$ cat src/design/sha1s_pkg.sv
// ----------------------------------------------------------------------------
// sha1s_pkg: shared types and constants for the streaming SHA-1 hasher
// Item structs for both channels, initial chaining values, round constants.
// ----------------------------------------------------------------------------
`default_nettype none

package sha1s_pkg;

    typedef struct packed {
        logic [7:0] data_byte;
        logic       byte_present;
        logic       end_of_message;
    } in_item_t;

    typedef struct packed {
        logic [31:0] digest_word0;
        logic [31:0] digest_word1;
        logic [31:0] digest_word2;
        logic [31:0] digest_word3;
        logic [31:0] digest_word4;
    } out_item_t;

    localparam logic [31:0] H0 = 32'h67452301;
    localparam logic [31:0] H1 = 32'hEFCDAB89;
    localparam logic [31:0] H2 = 32'h98BADCFE;
    localparam logic [31:0] H3 = 32'h10325476;
    localparam logic [31:0] H4 = 32'hC3D2E1F0;

    localparam logic [31:0] K0 = 32'h5A827999;
    localparam logic [31:0] K1 = 32'h6ED9EBA1;
    localparam logic [31:0] K2 = 32'h8F1BBCDC;
    localparam logic [31:0] K3 = 32'hCA62C1D6;

    localparam logic [7:0] PAD_MARK = 8'b10000000;

    localparam logic [6:0] ROUND_F1   = 7'd20;
    localparam logic [6:0] ROUND_F2   = 7'd40;
    localparam logic [6:0] ROUND_F3   = 7'd60;
    localparam logic [6:0] ROUND_LAST = 7'd79;

    localparam logic [5:0] POS_LAST     = 6'd63;
    localparam logic [5:0] POS_LEN_NEXT = 6'd55;

endpackage

`default_nettype wire

$ cat src/design/sha1_stream_hasher.sv
// ----------------------------------------------------------------------------
// sha1_stream_hasher: streaming SHA-1, one message byte per item
// Byte input channel, digest output channel, one round per cycle.
// ----------------------------------------------------------------------------
// Usage:
//   Input channel (in_valid/in_ready/in_item): each item carries data_byte,
//   byte_present and end_of_message. A present byte is appended to the
//   message; end_of_message closes it (with or without a byte of its own).
//   Output channel (out_valid/out_ready/out_item): one item per message,
//   the 160-bit digest as five big-endian words, digest_word0 first.
// Operation:
//   A byte that does not fill a block is only stored. The 64th byte of a
//   block starts a compression: 80 rounds on the single round unit, then
//   the chaining add. The input channel is not ready until the hasher is idle.
//   An end item pads one byte per cycle up to byte 56, writes the length,
//   then compresses; when the tail holds 56 or more bytes a second
//   compression follows.
// Reset: chaining words go to the SHA-1 initial values, the bit count to
//   zero, both channels idle. The same re-initialization follows each digest.
// Stall: the digest sits in an output register; new bytes are taken while
//   it waits. Only the next digest waits for out_ready.
// ----------------------------------------------------------------------------
`default_nettype none

module sha1_stream_hasher (
    input  wire logic                clk,
    input  wire logic                rst_n,
    input  wire logic                in_valid,
    output logic                     in_ready,
    input  wire sha1s_pkg::in_item_t in_item,
    output logic                     out_valid,
    input  wire logic                out_ready,
    output sha1s_pkg::out_item_t     out_item
);

    typedef enum logic [2:0] {
        ST_IDLE,
        ST_ROUND,
        ST_ADD,
        ST_PAD,
        ST_LEN
    } state_t;

    // what the current compression belongs to
    typedef enum logic [1:0] {
        PH_MSG,
        PH_PAD,
        PH_LAST
    } phase_t;

    state_t  state_reg,  state_next;
    phase_t  phase_reg,  phase_next;
    logic [6:0]  round_reg,  round_next;
    logic [5:0]  pos_reg,    pos_next;      // byte position in block
    logic        pad_first_reg, pad_first_next;
    logic [63:0] bit_len_reg, bit_len_next;
    logic [31:0] chain_reg [5];
    logic [31:0] chain_next [5];
    logic        out_valid_reg, out_valid_next;

    // block buffer doubles as the message schedule window; word 0 at the MSBs
    logic [511:0] blk_reg, blk_next;
    logic [31:0]  a_reg, b_reg, c_reg, d_reg, e_reg;
    logic [31:0]  a_next, b_next, c_next, d_next, e_next;
    sha1s_pkg::out_item_t out_item_reg, out_item_next;

    logic        in_acc;
    logic [31:0] w0, w2, w8, w13, w_new;
    logic [31:0] f_val, k_val, t_val;
    logic [31:0] sum [5];
    logic [7:0]  pad_byte;

    assign in_ready  = (state_reg == ST_IDLE);
    assign in_acc    = in_valid && in_ready;
    assign out_valid = out_valid_reg;
    assign out_item  = out_item_reg;

    // fixed schedule taps
    assign w0    = blk_reg[511:480];
    assign w2    = blk_reg[447:416];
    assign w8    = blk_reg[255:224];
    assign w13   = blk_reg[95:64];
    assign w_new = {(w13[30:0] ^ w8[30:0] ^ w2[30:0] ^ w0[30:0]),
                    (w13[31] ^ w8[31] ^ w2[31] ^ w0[31])};

    // round function and constant
    always_comb
    begin
        priority if (round_reg < sha1s_pkg::ROUND_F1)
        begin
            f_val = (b_reg & c_reg) | (~b_reg & d_reg);
            k_val = sha1s_pkg::K0;
        end
        else if (round_reg < sha1s_pkg::ROUND_F2)
        begin
            f_val = b_reg ^ c_reg ^ d_reg;
            k_val = sha1s_pkg::K1;
        end
        else if (round_reg < sha1s_pkg::ROUND_F3)
        begin
            f_val = (b_reg & c_reg) | (b_reg & d_reg) | (c_reg & d_reg);
            k_val = sha1s_pkg::K2;
        end
        else
        begin
            f_val = b_reg ^ c_reg ^ d_reg;
            k_val = sha1s_pkg::K3;
        end
    end

    assign t_val = {a_reg[26:0], a_reg[31:27]} + f_val + e_reg + k_val + w0;

    assign sum[0] = chain_reg[0] + a_reg;
    assign sum[1] = chain_reg[1] + b_reg;
    assign sum[2] = chain_reg[2] + c_reg;
    assign sum[3] = chain_reg[3] + d_reg;
    assign sum[4] = chain_reg[4] + e_reg;

    assign pad_byte = pad_first_reg ? sha1s_pkg::PAD_MARK : 8'd0;

    always_comb
    begin
        state_next     = state_reg;
        phase_next     = phase_reg;
        round_next     = round_reg;
        pos_next       = pos_reg;
        pad_first_next = pad_first_reg;
        bit_len_next   = bit_len_reg;
        for (int i = 0; i < 5; i++)
        begin
            chain_next[i] = chain_reg[i];
        end
        out_valid_next = out_valid_reg && !out_ready;
        out_item_next  = out_item_reg;
        blk_next       = blk_reg;
        // working vars track the chain outside of compression
        a_next = chain_reg[0];
        b_next = chain_reg[1];
        c_next = chain_reg[2];
        d_next = chain_reg[3];
        e_next = chain_reg[4];

        unique case (state_reg)
            ST_IDLE:
            begin
                if (in_acc)
                begin
                    if (in_item.byte_present)
                    begin
                        blk_next     = {blk_reg[503:0], in_item.data_byte};
                        bit_len_next = bit_len_reg + 64'd8;
                        pos_next     = pos_reg + 6'd1;
                        if (pos_reg == sha1s_pkg::POS_LAST)
                        begin
                            state_next     = ST_ROUND;
                            round_next     = '0;
                            phase_next     = in_item.end_of_message ? PH_PAD : PH_MSG;
                            pad_first_next = 1'b1;
                        end
                        else if (in_item.end_of_message)
                        begin
                            state_next     = ST_PAD;
                            phase_next     = PH_PAD;
                            pad_first_next = 1'b1;
                        end
                    end
                    else if (in_item.end_of_message)
                    begin
                        state_next     = ST_PAD;
                        phase_next     = PH_PAD;
                        pad_first_next = 1'b1;
                    end
                end
            end

            ST_PAD:
            begin
                blk_next       = {blk_reg[503:0], pad_byte};
                pos_next       = pos_reg + 6'd1;
                pad_first_next = 1'b0;
                if (pos_reg == sha1s_pkg::POS_LAST)
                begin
                    state_next = ST_ROUND;
                    round_next = '0;
                end
                else if (pos_reg == sha1s_pkg::POS_LEN_NEXT)
                begin
                    state_next = ST_LEN;
                end
            end

            ST_LEN:
            begin
                blk_next   = {blk_reg[447:0], bit_len_reg};
                pos_next   = '0;
                phase_next = PH_LAST;
                state_next = ST_ROUND;
                round_next = '0;
            end

            ST_ROUND:
            begin
                blk_next   = {blk_reg[479:0], w_new};
                a_next     = t_val;
                b_next     = a_reg;
                c_next     = {b_reg[1:0], b_reg[31:2]};
                d_next     = c_reg;
                e_next     = d_reg;
                round_next = round_reg + 7'd1;
                if (round_reg == sha1s_pkg::ROUND_LAST)
                begin
                    state_next = ST_ADD;
                end
            end

            ST_ADD:
            begin
                a_next = a_reg;
                b_next = b_reg;
                c_next = c_reg;
                d_next = d_reg;
                e_next = e_reg;
                unique case (phase_reg)
                    PH_MSG:
                    begin
                        for (int i = 0; i < 5; i++)
                        begin
                            chain_next[i] = sum[i];
                        end
                        state_next = ST_IDLE;
                    end
                    PH_PAD:
                    begin
                        for (int i = 0; i < 5; i++)
                        begin
                            chain_next[i] = sum[i];
                        end
                        state_next = ST_PAD;
                    end
                    PH_LAST:
                    begin
                        // hold here until the output register is free
                        if (!out_valid_reg || out_ready)
                        begin
                            out_item_next.digest_word0 = sum[0];
                            out_item_next.digest_word1 = sum[1];
                            out_item_next.digest_word2 = sum[2];
                            out_item_next.digest_word3 = sum[3];
                            out_item_next.digest_word4 = sum[4];
                            out_valid_next = 1'b1;
                            chain_next[0]  = sha1s_pkg::H0;
                            chain_next[1]  = sha1s_pkg::H1;
                            chain_next[2]  = sha1s_pkg::H2;
                            chain_next[3]  = sha1s_pkg::H3;
                            chain_next[4]  = sha1s_pkg::H4;
                            bit_len_next   = '0;
                            pos_next       = '0;
                            phase_next     = PH_MSG;
                            state_next     = ST_IDLE;
                        end
                    end
                    default:
                    begin
                        state_next = ST_IDLE;
                    end
                endcase
            end

            default:
            begin
                state_next = ST_IDLE;
            end
        endcase
    end

    // control state, chaining words, length
    always_ff @(posedge clk or negedge rst_n)
    begin
        if (!rst_n)
        begin
            state_reg     <= ST_IDLE;
            phase_reg     <= PH_MSG;
            round_reg     <= '0;
            pos_reg       <= '0;
            pad_first_reg <= 1'b0;
            bit_len_reg   <= '0;
            out_valid_reg <= 1'b0;
            chain_reg[0]  <= sha1s_pkg::H0;
            chain_reg[1]  <= sha1s_pkg::H1;
            chain_reg[2]  <= sha1s_pkg::H2;
            chain_reg[3]  <= sha1s_pkg::H3;
            chain_reg[4]  <= sha1s_pkg::H4;
        end
        else
        begin
            state_reg     <= state_next;
            phase_reg     <= phase_next;
            round_reg     <= round_next;
            pos_reg       <= pos_next;
            pad_first_reg <= pad_first_next;
            bit_len_reg   <= bit_len_next;
            out_valid_reg <= out_valid_next;
            for (int i = 0; i < 5; i++)
            begin
                chain_reg[i] <= chain_next[i];
            end
        end
    end

    // datapath, no reset
    always_ff @(posedge clk)
    begin
        blk_reg      <= blk_next;
        a_reg        <= a_next;
        b_reg        <= b_next;
        c_reg        <= c_next;
        d_reg        <= d_next;
        e_reg        <= e_next;
        out_item_reg <= out_item_next;
    end

endmodule

`default_nettype wire
$ cat config.mk
export PLATFORM = sky130hd
export DESIGN_NAME = sha1_stream_hasher
export DESIGN_NICKNAME = d
export VERILOG_FILES = /design/src/design/sha1s_pkg.sv /design/src/design/sha1_stream_hasher.sv
export SDC_FILE = /design/constraint.sdc
export NUM_CORES = 2
export LEC_CHECK = 0
export BUFFER_PORTS_ARGS = -buffer_cell sky130_fd_sc_hd__buf_4
export CORE_MARGIN = 4
export CORE_UTILIZATION = 30
export DETAILED_ROUTE_END_ITERATION = 8
export PLACE_DENSITY = 0.44
export SKIP_LAST_GASP = 1
export SLEW_MARGIN = 10
export SYNTH_ARGS = -nofsm -noshare
export SYNTH_HDL_FRONTEND = slang
export SYNTH_SLANG_ARGS = --single-unit
$ cat constraint.sdc
create_clock -name clk -period 11.72 [get_ports clk]
set_clock_uncertainty 0.1 [all_clocks]
set_input_delay 2.344 -clock clk [delete_from_list [all_inputs] [get_ports clk]]
set_output_delay 2.344 -clock clk [all_outputs]
set_load 0.02 [all_outputs]
After elaboration in Yosys (flattened, before gate mapping)
Cells that the tools add are included.
- register bits: 1076
- input bits: 14
- logic and storage cells: 150
- $add $sub $neg: 12
- order comparisons: 3
- equality and inequality tests: 17
- mux-type cells: 57
- bitwise operators: 16
- reduce and logical (&&, ||, !) cells: 22
- operators by type and width (operator ; count):
    512-bit case mux with 4 select lines ; 1
    512-bit two-way mux ; 2
    160-bit case mux with 2 select lines ; 1
    32-bit case mux with 2 select lines ; 5
    32-bit adder ; 9
    64-bit two-way mux ; 4
    160-bit two-way mux ; 1
    32-bit two-way mux ; 5
    32-bit AND ; 4
    64-bit case mux with 2 select lines ; 1
    32-bit OR ; 3
    31-bit XOR ; 3
    64-bit by 4-bit adder with 64-bit output, second input constant ; 1
    32-bit XOR ; 2
    32-bit inverter ; 1
    31-bit two-way mux ; 1
    7-bit case mux with 4 select lines ; 1
    3-bit two-way mux ; 8
    6-bit two-way mux ; 4
    6-bit case mux with 4 select lines ; 1
    7-bit two-way mux ; 3
    3-bit case mux with 5 select lines ; 1
    7-bit by 6-bit < comparator with 1-bit output, second input constant ; 2
    6-bit equality test, second input constant ; 2
    32 further kinds ; 61

Logic depth before layout (Yosys ltp)
- depth in word-level cells: 11
- depth in mapped cells: 23
- depth with buffers taken out: 21

Worst setup path after synthesis
OpenSTA, ideal clock, no wires.
- path kind: in2reg
- start point: input in_valid
- end point: register round_reg[5]
- arrival: 11.013 ns
- required time: 11.478 ns
- path slack: 0.465 ns
- stages: 6
- buffers on the path: 0
- path through: a21oi_1 > nor3_1 > or2_2 > o21ai_0 > o21ai_0 > o41ai_1
- word-level cells in the longest chain between the ends: 3
- RTL lines (item ; line ; RTL):
    start, declared ; sha1_stream_hasher.sv:28 ; input wire logic in_valid,
    1-bit logical AND ; sha1_stream_hasher.sv:74 ; assign in_acc = in_valid && in_ready;
    2-bit by 1-bit inequality test with 1-bit output (no source line) ; n/a ;
    3-bit AND reduction (no source line) ; n/a ;
    end signal, assigned ; sha1_stream_hasher.sv:298 ; round_reg <= round_next;
    end, declared ; sha1_stream_hasher.sv:53 ; logic [6:0] round_reg, round_next;
No other way between the ends.
A chain may end at the register's enable or synchronous reset.

Final worst setup path
- start point: register round_reg[5]
- end point: register a_reg[29], data pin
- word-level cells in the longest chain between the ends: 9
- RTL lines (item ; line ; RTL):
    7-bit by 6-bit < comparator with 1-bit output ; sha1_stream_hasher.sv:99 ; else if (round_reg < sha1s_pkg::ROUND_F3)
    32-bit two-way mux ; sha1_stream_hasher.sv:99 ;
    32-bit two-way mux ; sha1_stream_hasher.sv:94 ; else if (round_reg < sha1s_pkg::ROUND_F2)
    32-bit two-way mux ; sha1_stream_hasher.sv:89 ; priority if (round_reg < sha1s_pkg::ROUND_F1)
    32-bit adder (2 in series) ; sha1_stream_hasher.sv:111 ; assign t_val = {a_reg[26:0], a_reg[31:27]} + f_val + e_reg + k_val + w0;
    32-bit adder * (2 in series) ; sha1_stream_hasher.sv:111 ;
    32-bit case mux with 2 select lines * ; sha1_stream_hasher.sv:143 ; unique case (state_reg)
    via a_next[29] ; sha1_stream_hasher.sv:64 ; logic [31:0] a_next, b_next, c_next, d_next, e_next;
    end signal, assigned ; sha1_stream_hasher.sv:314 ; a_reg <= a_next;
    end, declared ; sha1_stream_hasher.sv:63 ; logic [31:0] a_reg, b_reg, c_reg, d_reg, e_reg;
The timed path passes the listed nets; every way through them passes the cells marked *.

==> flow_metrics.tcl <==
set metrics [dict create \
    synthFlopType "edfxtp_1" \
    largest_reg_flops 512 \
    seqCellArea_mm2 0.0311 \
    async_flop_share 0.225 \
    netlist_area_mm2 0.0635 \
    ant_nets 0 \
    cts_tree "done" \
    grt_setup_unrepaired "no" \
    die_x_um 468 \
    critical_path_class "flop to flop" \
    setup_tns_ns 0 \
    synth_edf_count 832 \
    die_area_mm2 0.219 \
    h-tree-depth 4 \
    syn_area_per_cell_um2 10.3 \
    cts_root_buf "clkbuf_16" \
    final-setup-viol-count 0 \
    yosysUniqueCellTypes 92 \
    cp.arrival_ns 7.52 \
    fin_nets 6431 \
    cts-resized-gates 0 \
    drtIter0Drc 4736 \
    cts_made_buffers 139 \
    hold_viol_final 0 \
    drive_gt1_frac 0.0931 \
    rrSetupSlack_ns 4.62 \
    drc 0 \
    cp_max_fo 21 \
    cp-end-kind "flop" \
    synth_seq_area_share 0.490 \
    core_mm2 0.210 \
    firstDrtPassIters 5 \
    path_cells "a41oi_1, buf_4, nand2_1, inv_1, nor2_2, buf_4, a221oi_1, fa_1, fa_1, inv_1, ha_1, inv_1, fa_1, nor2b_1, o21ai_1, a21boi_0, o311ai_1, a21oi_1, o311ai_0, a211oi_1, mux2i_1, nand3_1" \
    synthCells 6186 \
    antenna_found_initial 5 \
    clock_sinks 1073 \
    ys_warn_count 0 \
    synth-xor-area-share 0.0431 \
    synthSimpleGateAreaFrac 0.0809 \
    dpl_worst_slack_ns 4.75 \
    dr_total_vias 51200 \
    tightestPinTransition_ns 1.21 \
    synth_fa_ha_area_frac 0.0780 \
    io_pins 176 \
    synth_top_family_by_area "compound AO/OA/AOI/OAI gates" \
    postCtsSetupRepairBufs 0 \
    vias_per_cell 5.68 \
    synth_seq_cells 1073 \
    io_buffers 175 \
    synth_top_cell_by_area "edfxtp_1" \
    postRouteWirelength_um 227000 \
    yosysMostFrequentCell "o22ai_1" \
    maxSlewHeadroom 0.192 \
    multiInputGateArea_mm2 0.0298 \
    grt_pass1_wl_um 338000 \
    fillers 21300 \
    status "finished, final reports clean" \
    synth_common_cells "o22ai_1, edfxtp_1, a21oi_1" \
    cpLargestDelayFamily "compound AO/OA/AOI/OAI gates" \
    cts.reportedPaths.clkPinSlew_ns 0.06 \
    cp.required_ns 12.14 \
    slew_violations 0 \
    maxCapViolCount 0 \
    track_usage 0.201 \
    cts.path.max_buffers 3 \
    setup_ws_ns 4.62 \
    slowest_delay_ns 0.77 \
    die_height_um 468 \
    place.gp.congestion 0.886 \
    synthMuxAreaShare 0.00685 \
    area_growth_pct 13.0 \
    start_util 0.302 \
    cp-start-kind "flop" \
    hold_path.class "flop to flop" \
    grt_max_degree 217 \
    insertion_delay_ns 0.79 \
    rows 168 \
    syn-num-nets 6521 \
    post-route-period-util 0.606 \
    critPathSlowestCell "inv_1" \
    grt_pass1_vias 49800 \
    routedWlPerCell_um 25.2 \
    place.detailed.hpwl_um 153000 \
    grt_overflow 0 \
    max_freq_mhz 141 \
    period_minus_slack_ns 7.10 \
    cts_hold_buffers 0 \
    synth_top_area_share 0.393 \
    synth_area_leaders "edfxtp_1, o22ai_1, dfrtp_1" \
    synth_compound_area_frac 0.259 \
    cp.buffers_inverters 5 \
    final_util 0.342 \
]
## worst paths after layout
check	start	endpoint	depth (start not counted)
min	chain_reg[128]	chain_reg[128]	2
max	round_reg[5]	a_reg[29]	22
max reg2reg	round_reg[5]	a_reg[29]	22
max in group asynchronous	rst_n	chain_reg[82]	3
min in group asynchronous	rst_n	bit_len_reg[43]	1
min reg2reg	chain_reg[128]	chain_reg[128]	2
## area by class of cell
class                           instances  area share
Timing Repair Buffer                  231      0.0257
Tap cell                             2805      0.0489
Antenna cell                            4    0.000139
Inverter                              256      0.0136
Multi-Input combinational cell       4395       0.415
Clock buffer                          180      0.0528
Clock inverter                         72      0.0105
Sequential cell                      1073       0.434
## per-layer routing
layer	track usage	wire, um
met1	0.276	101000
met2	0.332	109000
met4	0.0596	6610
met5	0	0
met3	0.0245	10400
## metrics by stage
| step | instances | hold WS (ns) | area [um^2] |
|---|---|---|---|
| 2_1_floorplan | 6186 | 0.344 | 63500 |
| 3_3_place_gp | 8760 | 0.354 | 67200 |
| 3_5_place_dp | 8760 | 0.357 | 67200 |
| 4_1_cts | 9012 | 0.365 | 71800 |
| 5_1_grt | 9013 | 0.380 | 71800 |
| 6_report | 9016 | 0.368 | 71800 |
## placed cells by master (no fill, tap or decap), types with 15 or more instances in the layout
cell type and n:
o22ai_1 1026, edfxtp_1 832, a21oi_1 690, nand2_1 543, o22a_1 255, inv_1 252, nor2_1 230, buf_4 222
o21ai_0 210, ha_1 196, xnor2_1 189, dfrtp_1 159, clkbuf_16 144, fa_1 125, xor2_1 124, a21o_1 82
dfstp_2 80, nand3_1 75, a22o_1 63, nor3_1 53, and3_1 53, a31oi_1 32, clkbuf_1 31, mux2i_1 30
nor2b_1 27, nand4_1 27, o21a_1 26, nand2b_1 25, o211ai_1 23, clkinv_2 23, a211oi_1 21, or3_1 21
clkinv_1 20, a221o_1 17, a221oi_1 15, o31ai_1 15
## worst reg2reg max path: stages, from the launching register on
cell      delay, ns
dfrtp_1        0.45
a41oi_1        0.24
buf_4          0.22
nand2_1        0.46
inv_1          0.78
nor2_2         0.08
buf_4          0.24
a221oi_1       0.35
fa_1           0.50
fa_1           0.52
inv_1          0.05
ha_1           0.20
inv_1          0.08
fa_1           0.20
nor2b_1        0.06
o21ai_1        0.16
a21boi_0       0.21
o311ai_1       0.75
a21oi_1        0.25
o311ai_0       0.51
a211oi_1       0.17
mux2i_1        0.19
nand3_1        0.08
## logic make-up after synthesis
group / after synthesis
AO/OA/AOI/OAI: 2581
XOR/XNOR: 313
buffers and inverters: 718
flip-flops: 1073
adder cells (fa/ha/maj): 321
multiplexers: 42
AND/OR/NAND/NOR: 1138
Power is left out: the tool's default activity adds up to more than one toggle a clock period on the data nets, which glitch-free logic cannot reach.
